===== src/rtl/core/wbss_pkg.sv =====
// wbss_pkg: constants, widths and register codes for the masked byte signature scanner.
// Used by wildcard_byte_signature_scan_top and wbss_checker; depends on nothing.
package wbss_pkg;

	localparam int MAX_PATTERN = 16;  // window depth, 4..64
	localparam int OFFSET_BITS = 32;  // byte offset counter width, 16..48
	localparam int SIG_BYTES   = 16;  // signature bytes held in the config registers

	// longest signature that can actually be compared
	localparam int LEN_MAX = (MAX_PATTERN < SIG_BYTES) ? MAX_PATTERN : SIG_BYTES;

	localparam int WIN_IDX_BITS = $clog2(MAX_PATTERN);
	localparam int FILL_BITS    = $clog2(MAX_PATTERN + 1);
	localparam int LEN_BITS     = $clog2(LEN_MAX + 1);
	localparam int START_W      = (OFFSET_BITS > 32) ? OFFSET_BITS : 32;

	localparam int OUT_OFS_BITS = 32;
	localparam int CNT_BITS     = 32;
	localparam int LEN_REG_BITS = 5;
	localparam int MASK_BITS    = 16;

	localparam int APB_ADDR_BITS = 6;
	localparam int APB_DATA_BITS = 64;

	// register index = byte address / 8
	typedef enum logic [2:0] {
		REG_PAT_LO   = 3'd0,
		REG_PAT_HI   = 3'd1,
		REG_WILDCARD = 3'd2,
		REG_LENGTH   = 3'd3,
		REG_MODE     = 3'd4
	} reg_idx_t;

	typedef logic [7:0] byte_t;

endpackage


===== src/rtl/core/wildcard_byte_signature_scan_top.sv =====
// wildcard_byte_signature_scan_top: streaming masked byte signature search with APB config.
// Depends on wbss_pkg for widths, window depth and register codes.
//
// The block takes one image byte per cycle (in_valid/in_ready) and compares the newest
// bytes against a signature of up to 16 bytes, where any byte can be a wildcard. Every
// window start is tested, including the one ending on the last byte. A result item is
// produced when a match is reported (every match with report_all=1, only the first of the
// scan with report_all=0) or when last_byte is set; start_offset is the first byte of the
// matching window, match_total counts all matches of the scan (saturating) and is zero on
// the end-of-scan item when nothing matched. After the last byte the offset, window fill,
// count and first-match flag return to zero. Throughput is one item per cycle while the
// output is not stalled; the window and stage-1 registers load when an item is accepted,
// and the masked compare and count update then load the result register as the compare
// stage advances. A stalled output holds one result while one more item waits in
// the compare stage. Configuration (64-bit APB, register i at byte 8*i) must be written
// only while the block is idle.
module wildcard_byte_signature_scan_top (
	input  logic                                 clk,
	input  logic                                 arst_n,
	// input items
	input  logic                                 in_valid,
	output logic                                 in_ready,
	input  logic [7:0]                           image_byte,
	input  logic                                 last_byte,
	// result items
	output logic                                 out_valid,
	input  logic                                 out_ready,
	output logic                                 match_valid,
	output logic [wbss_pkg::OUT_OFS_BITS-1:0]    start_offset,
	output logic                                 end_of_scan,
	output logic [wbss_pkg::CNT_BITS-1:0]        match_total,
	// configuration
	input  logic                                 psel,
	input  logic                                 penable,
	input  logic                                 pwrite,
	input  logic [wbss_pkg::APB_ADDR_BITS-1:0]   paddr,
	input  logic [wbss_pkg::APB_DATA_BITS-1:0]   pwdata,
	output logic [wbss_pkg::APB_DATA_BITS-1:0]   prdata,
	output logic                                 pready
);
	import wbss_pkg::*;

	// ---------------- configuration registers ----------------
	logic [63:0]              pat_lo_q;
	logic [63:0]              pat_hi_q;
	logic [MASK_BITS-1:0]     wildcard_q;
	logic [LEN_REG_BITS-1:0]  length_q;
	logic                     report_all_q;

	reg_idx_t                 reg_idx;
	logic                     cfg_wr;

	assign pready  = 1'b1;
	assign reg_idx = reg_idx_t'(paddr[APB_ADDR_BITS-1:3]);
	assign cfg_wr  = psel && penable && pwrite;

	always_ff @(posedge clk or negedge arst_n) begin
		if (!arst_n) begin
			pat_lo_q     <= '0;
			pat_hi_q     <= '0;
			wildcard_q   <= '0;
			length_q     <= LEN_REG_BITS'(1);
			report_all_q <= 1'b1;
		end else if (cfg_wr) begin
			unique case (reg_idx)
				REG_PAT_LO:   pat_lo_q     <= pwdata[63:0];
				REG_PAT_HI:   pat_hi_q     <= pwdata[63:0];
				REG_WILDCARD: wildcard_q   <= pwdata[MASK_BITS-1:0];
				REG_LENGTH:   length_q     <= pwdata[LEN_REG_BITS-1:0];
				REG_MODE:     report_all_q <= pwdata[0];
				default:      ;  // addresses past the register list are ignored
			endcase
		end
	end

	always_comb begin
		unique case (reg_idx)
			REG_PAT_LO:   prdata = pat_lo_q;
			REG_PAT_HI:   prdata = pat_hi_q;
			REG_WILDCARD: prdata = APB_DATA_BITS'(wildcard_q);
			REG_LENGTH:   prdata = APB_DATA_BITS'(length_q);
			REG_MODE:     prdata = APB_DATA_BITS'(report_all_q);
			default:      prdata = '0;
		endcase
	end

	// ---------------- handshake / stage control ----------------
	logic s1_valid_q;
	logic s1_adv;     // compare stage hands its item on this cycle
	logic in_fire;
	logic out_valid_q;

	assign s1_adv   = !out_valid_q || out_ready;
	assign in_ready = !s1_valid_q || s1_adv;
	assign in_fire  = in_valid && in_ready;

	// ---------------- stage 0: window shift on acceptance ----------------
	// window_q always reflects the item sitting in stage 1: it only moves when a new
	// item is accepted, which is also when stage 1 is replaced.
	byte_t                    window_q [MAX_PATTERN];
	logic [FILL_BITS-1:0]     fill_q;
	logic [OFFSET_BITS-1:0]   offset_q;

	logic [FILL_BITS-1:0]     fill_inc;

	assign fill_inc = (fill_q == FILL_BITS'(MAX_PATTERN)) ? fill_q : fill_q + 1'b1;

	always_ff @(posedge clk) begin
		if (in_fire) begin
			window_q[0] <= image_byte;
			for (int i = 1; i < MAX_PATTERN; i++) begin
				window_q[i] <= window_q[i-1];
			end
		end
	end

	logic [FILL_BITS-1:0]     fill_s1;
	logic [OFFSET_BITS-1:0]   offset_s1;
	logic                     last_s1;

	always_ff @(posedge clk or negedge arst_n) begin
		if (!arst_n) begin
			fill_q     <= '0;
			offset_q   <= '0;
			s1_valid_q <= 1'b0;
		end else begin
			if (in_fire) begin
				// last byte closes the scan: next byte starts at offset zero, empty window
				fill_q   <= last_byte ? '0 : fill_inc;
				offset_q <= last_byte ? '0 : offset_q + 1'b1;
			end
			if (in_ready) begin
				s1_valid_q <= in_valid;
			end
		end
	end

	always_ff @(posedge clk) begin
		if (in_fire) begin
			fill_s1   <= fill_inc;
			offset_s1 <= offset_q;
			last_s1   <= last_byte;
		end
	end

	// ---------------- stage 1: masked compare ----------------
	logic [SIG_BYTES*8-1:0]   pattern;
	logic [LEN_REG_BITS-1:0]  len_clip;
	logic [LEN_BITS-1:0]      eff_len;
	logic                     hit;

	assign pattern = {pat_hi_q, pat_lo_q};

	always_comb begin
		if (length_q == '0) begin
			len_clip = LEN_REG_BITS'(1);
		end else if (length_q > LEN_REG_BITS'(LEN_MAX)) begin
			len_clip = LEN_REG_BITS'(LEN_MAX);
		end else begin
			len_clip = length_q;
		end
	end

	assign eff_len = len_clip[LEN_BITS-1:0];

	// signature byte k lines up with window entry len-1-k (entry 0 is newest)
	always_comb begin
		logic [WIN_IDX_BITS-1:0] idx;
		hit = (fill_s1 >= FILL_BITS'(eff_len));
		for (int k = 0; k < LEN_MAX; k++) begin
			idx = WIN_IDX_BITS'(int'(eff_len) - 1 - k);
			if (k < int'(eff_len) && !wildcard_q[k]
				&& window_q[idx] != pattern[k*8 +: 8]) begin
				hit = 1'b0;
			end
		end
	end

	logic [CNT_BITS-1:0]      count_q;
	logic                     first_found_q;
	logic [CNT_BITS-1:0]      count_next;
	logic                     report;
	logic                     produce;
	logic [OFFSET_BITS-1:0]   start_raw;
	logic [START_W-1:0]       start_wide;

	assign count_next = (hit && count_q != '1) ? count_q + 1'b1 : count_q;
	assign report     = hit && (report_all_q || !first_found_q);
	assign produce    = report || last_s1;
	assign start_raw  = offset_s1 - OFFSET_BITS'(eff_len - 1'b1);
	assign start_wide = START_W'(start_raw);

	always_ff @(posedge clk or negedge arst_n) begin
		if (!arst_n) begin
			count_q       <= '0;
			first_found_q <= 1'b0;
			out_valid_q   <= 1'b0;
		end else begin
			if (s1_valid_q && s1_adv) begin
				// end of scan clears the count and first-match flag after the result
				count_q       <= last_s1 ? '0 : count_next;
				first_found_q <= last_s1 ? 1'b0 : (first_found_q || report);
			end
			if (s1_adv) begin
				out_valid_q <= s1_valid_q && produce;
			end
		end
	end

	// ---------------- result register ----------------
	logic                     match_q;
	logic [OUT_OFS_BITS-1:0]  start_q;
	logic                     eos_q;
	logic [CNT_BITS-1:0]      total_q;

	always_ff @(posedge clk) begin
		if (s1_valid_q && s1_adv && produce) begin
			match_q <= report;
			start_q <= report ? start_wide[OUT_OFS_BITS-1:0] : '0;
			eos_q   <= last_s1;
			total_q <= count_next;
		end
	end

	assign out_valid    = out_valid_q;
	assign match_valid  = match_q;
	assign start_offset = start_q;
	assign end_of_scan  = eos_q;
	assign match_total  = total_q;

endmodule


===== config.mk =====
export PLATFORM = sky130hd
export DESIGN_NAME = wildcard_byte_signature_scan_top
export DESIGN_NICKNAME = d
export VERILOG_FILES = /design/src/rtl/core/wbss_pkg.sv /design/src/rtl/core/wildcard_byte_signature_scan_top.sv
export SDC_FILE = /design/constraint.sdc
export NUM_CORES = 1
export LEC_CHECK = 0
export BUFFER_PORTS_ARGS = -buffer_cell sky130_fd_sc_hd__buf_2
export CORE_ASPECT_RATIO = 1.75
export CORE_MARGIN = 2
export CORE_UTILIZATION = 56
export DETAILED_ROUTE_END_ITERATION = 7
export PLACE_DENSITY = 0.72
export REMOVE_ABC_BUFFERS = 1
export SYNTH_ARGS = -nofsm -noshare
export SYNTH_HDL_FRONTEND = slang
export SYNTH_SLANG_ARGS = --single-unit

===== constraint.sdc =====
create_clock -name clk -period 12.85 [get_ports clk]
set_input_delay 1.9275 -clock clk [delete_from_list [all_inputs] [get_ports clk]]
set_output_delay 1.9275 -clock clk [all_outputs]
set_load 0.02 [all_outputs]

==> out/qor.txt <==
Number of I/O pins - 219
Final Core Density - 62.7%
Peak fanout along the critical path - 66
Row cnt - 109
Die X - 174 um
Relative slew slack - 6.80%
Hold Path Class - register to register
CP dominant cell by count - buf_4
Final net count - 2662
Commonest cells post-synth - 232 x edfxtp_1, 220 x dfrtp_1, 194 x mux2_2, 146 x mux4_2, 141 x nand2_1
Synth Warn # - 0
First DRT Iteration DRCs - 2188
Num CTS Buffers - 44
Final wirelength - 85.7 mm
Remaining DRCs - 0
PortBufs - 214
Die ar. - 52400 sq um
Fin area - 31500 sq um
Largest area contributor in the synthesized netlist - edfxtp_1
VDD IR max - 120 uV
Main area contributors after synthesis - edfxtp_1 25%, dfrtp_1 19%, mux4_2 12%
Setup violators final - 0
Antenna-violating nets left - 0
Syn_area_per_cell - 11.9 sq um
CORE AREA - 50200 sq um
Power Density - 212 nW/um^2
Area after DPL - 30000 sq um
Sequential area share after synthesis - 44.2%
Routability congestion estimate - 0.988
CP Capture Type - register
Fin crit period - 8.63 ns
Pin count of the biggest net entering global routing - 108
RSZ-0062 raised after global routing - no
Max frequency - 116 MHz
Inst Count DP - 3141
Worst-path clk slew - 0.06 ns
CTS tree - done
Ys flop type - edfxtp_1
GRT overflow - 0
Worst Path Arrival - 8.83 ns
Post-CTS sizing - 0
Seq cells post-synth - 454
Routed vias - 21715
Clock tree buffer depth - 3
Maxcap violations - 0
Final std cells w/o fill - 3229
Initial antenna violation count - 2
Count of pins over their slew limit - 0
Drt first pass iters - 8
CP required - 13.05 ns
Period utilisation layout - 67.2%
Setup CP Type - register to register
Least-Margin Pin Slew - 1.40 ns
Async set or reset register ratio after synthesis - 48.9%
Status - finished clean
Startpoint types - register
First-pass GRT wire length - 128 mm
Buffers inserted by post-CTS timing repair - 0
H-tree depth - 2
Post-Syn Instances - 2370
Hold-fix buffers, CTS - 0
Post-synth EDFFs - 232
Critical-path top delay cell - xnor2_2
Hpwl dp - 62.1 mm
Lkg Pwr - 12.6 nW
Layout cell share with drive strength beyond 1 - 28.3%
Clk root buf - clkbuf_16
P&R area growth vs syn - 11.2%
Wire per inst - 26.5 um
GRT Total Usage - 32.5%
Vias/cell - 6.72
Synth cell types - 88
Top-area cell type share of the netlist area - 24.6%
Top-count cell post-synth - edfxtp_1
Chip height - 301 um
Post-Syn Area - 28300 sq um
Delay of the slowest cell on the worst path - 0.99 ns
Critical path, cell by cell - or4_4, nand2_4, buf_4, ha_2, nor2_1, xnor2_2, mux4_2, xnor2_1, nand4_1, o21ai_0, o311ai_1, nor4_4, nand2_1, buf_4, a21oi_4, buf_4
Clock skew - 0.0375 ns
Final hold vios - 0
Starting Density - 56.4%
Vias in the first global route - 21096
Clk Latency, worst-skew pair - 0.60 ns
Clk sinks - 454
-- area by class of cell --
type | count | area [sq um]
repair buffers | 265 | 1460
well taps | 666 | 833
fillers | 4003 | 18700
flip-flops and latches | 454 | 12500
diodes | 3 | 7.51
multi-input cells | 1725 | 15100
inverters | 35 | 139
clock buffers | 55 | 1210
clock inverters | 26 | 244
-- sequential cells by signal (all words and copies together), names as in the netlist, 5 cells and up --
register,count
pat_hi_q,64
start_offset,32
count_q,32
fill_s1,5
wildcard_q,16
fill_q,5
window_q,128
pat_lo_q,64
offset_q,32
offset_s1,32
match_total,32
length_q,5
-- worst max-delay path, delay by kind of cell, from the launching register on --
family,cells,cell delay [ns]
multiplexers,1,0.64
XOR/XNOR,2,1.25
AND/OR/NAND/NOR,6,2.12
adder cells (fa/ha/maj),1,0.72
buffers and inverters,3,1.32
flip-flops,1,0.68
AO/OA/AOI/OAI,3,1.38
-- stage by stage --
stage | total power, mW | TNS, ns | hold WS (ns) | worst slack, ns
after floorplan | 4.30 | -39.11 | 0.446 | -0.593
after global placement | 5.20 | 0 | 0.458 | 4.60
after detailed placement | 5.30 | 0 | 0.466 | 4.43
after CTS | 6.65 | 0 | 0.479 | 4.37
after global routing | 6.97 | 0 | 0.501 | 3.89
final | 6.68 | 0 | 0.477 | 4.22
-- power breakdown --
part | total, mW | internal, mW | switching [mW]
combinational | 3.46 | 1.54 | 1.92
sequential | 1.88 | 1.70 | 0.175
clock | 1.34 | 0.754 | 0.590
-- layer usage --
metal	wire, um	global-route usage (%)
met1	28900	35.8
met2	42800	56.0
met3	5410	4.08
met4	8500	27.0
met5	0	0
-- final timing paths --
path	slack (ns)	cells after the start	start	endpoint
worst max-delay path	4.22	16	length_q[4]	start_offset[27]
worst min-delay path	0.48	0	offset_q[9]	offset_s1[9]
worst max register to register	4.22	16	length_q[4]	start_offset[27]
worst min register to register	0.48	0	offset_q[9]	offset_s1[9]
max in group asynchronous	9.29	3	arst_n	pat_lo_q[61]
min in group asynchronous	1.39	1	arst_n	pat_lo_q[22]
-- kinds of logic after synthesis --
| group | after synthesis | synth area share, % |
|---|---|---|
| DFF | 454 | 44.2 |
| xor gates and xnor gates | 200 | 6.24 |
| AOI/OAI and AO/OA | 490 | 12.4 |
| buffers and inverters | 191 | 2.82 |
| other | 1 | 0.0132 |
| and+or+nand+nor | 589 | 10.7 |
| adders and majority gates | 52 | 2.32 |
| muxes | 393 | 21.3 |
-- layout by cell type, fill, tap and decap left out, types with 22 or more instances in the layout --
cell,netlist,layout
ha_1,50,49
a31oi_1,22,22
inv_1,28,28
nand2b_1,63,63
mux2i_1,52,52
a21oi_1,74,73
nor3_1,28,27
o21ai_0,86,86
nand3_1,29,29
and3_1,36,36
a22oi_1,33,33
nand2_1,141,141
xnor2_1,111,108
nand4_1,23,23
buf_2,15,213
nor2_1,136,136
a222oi_1,33,33
a22o_1,54,54
mux2_2,194,194
clkbuf_16,0,46
mux4_2,146,146
nor2b_1,25,25
xor2_1,87,87
edfxtp_1,232,232
buf_4,4,47
dfrtp_1,220,220
a211oi_1,66,66
No activity file was read; power rests on OpenSTA's default activity.
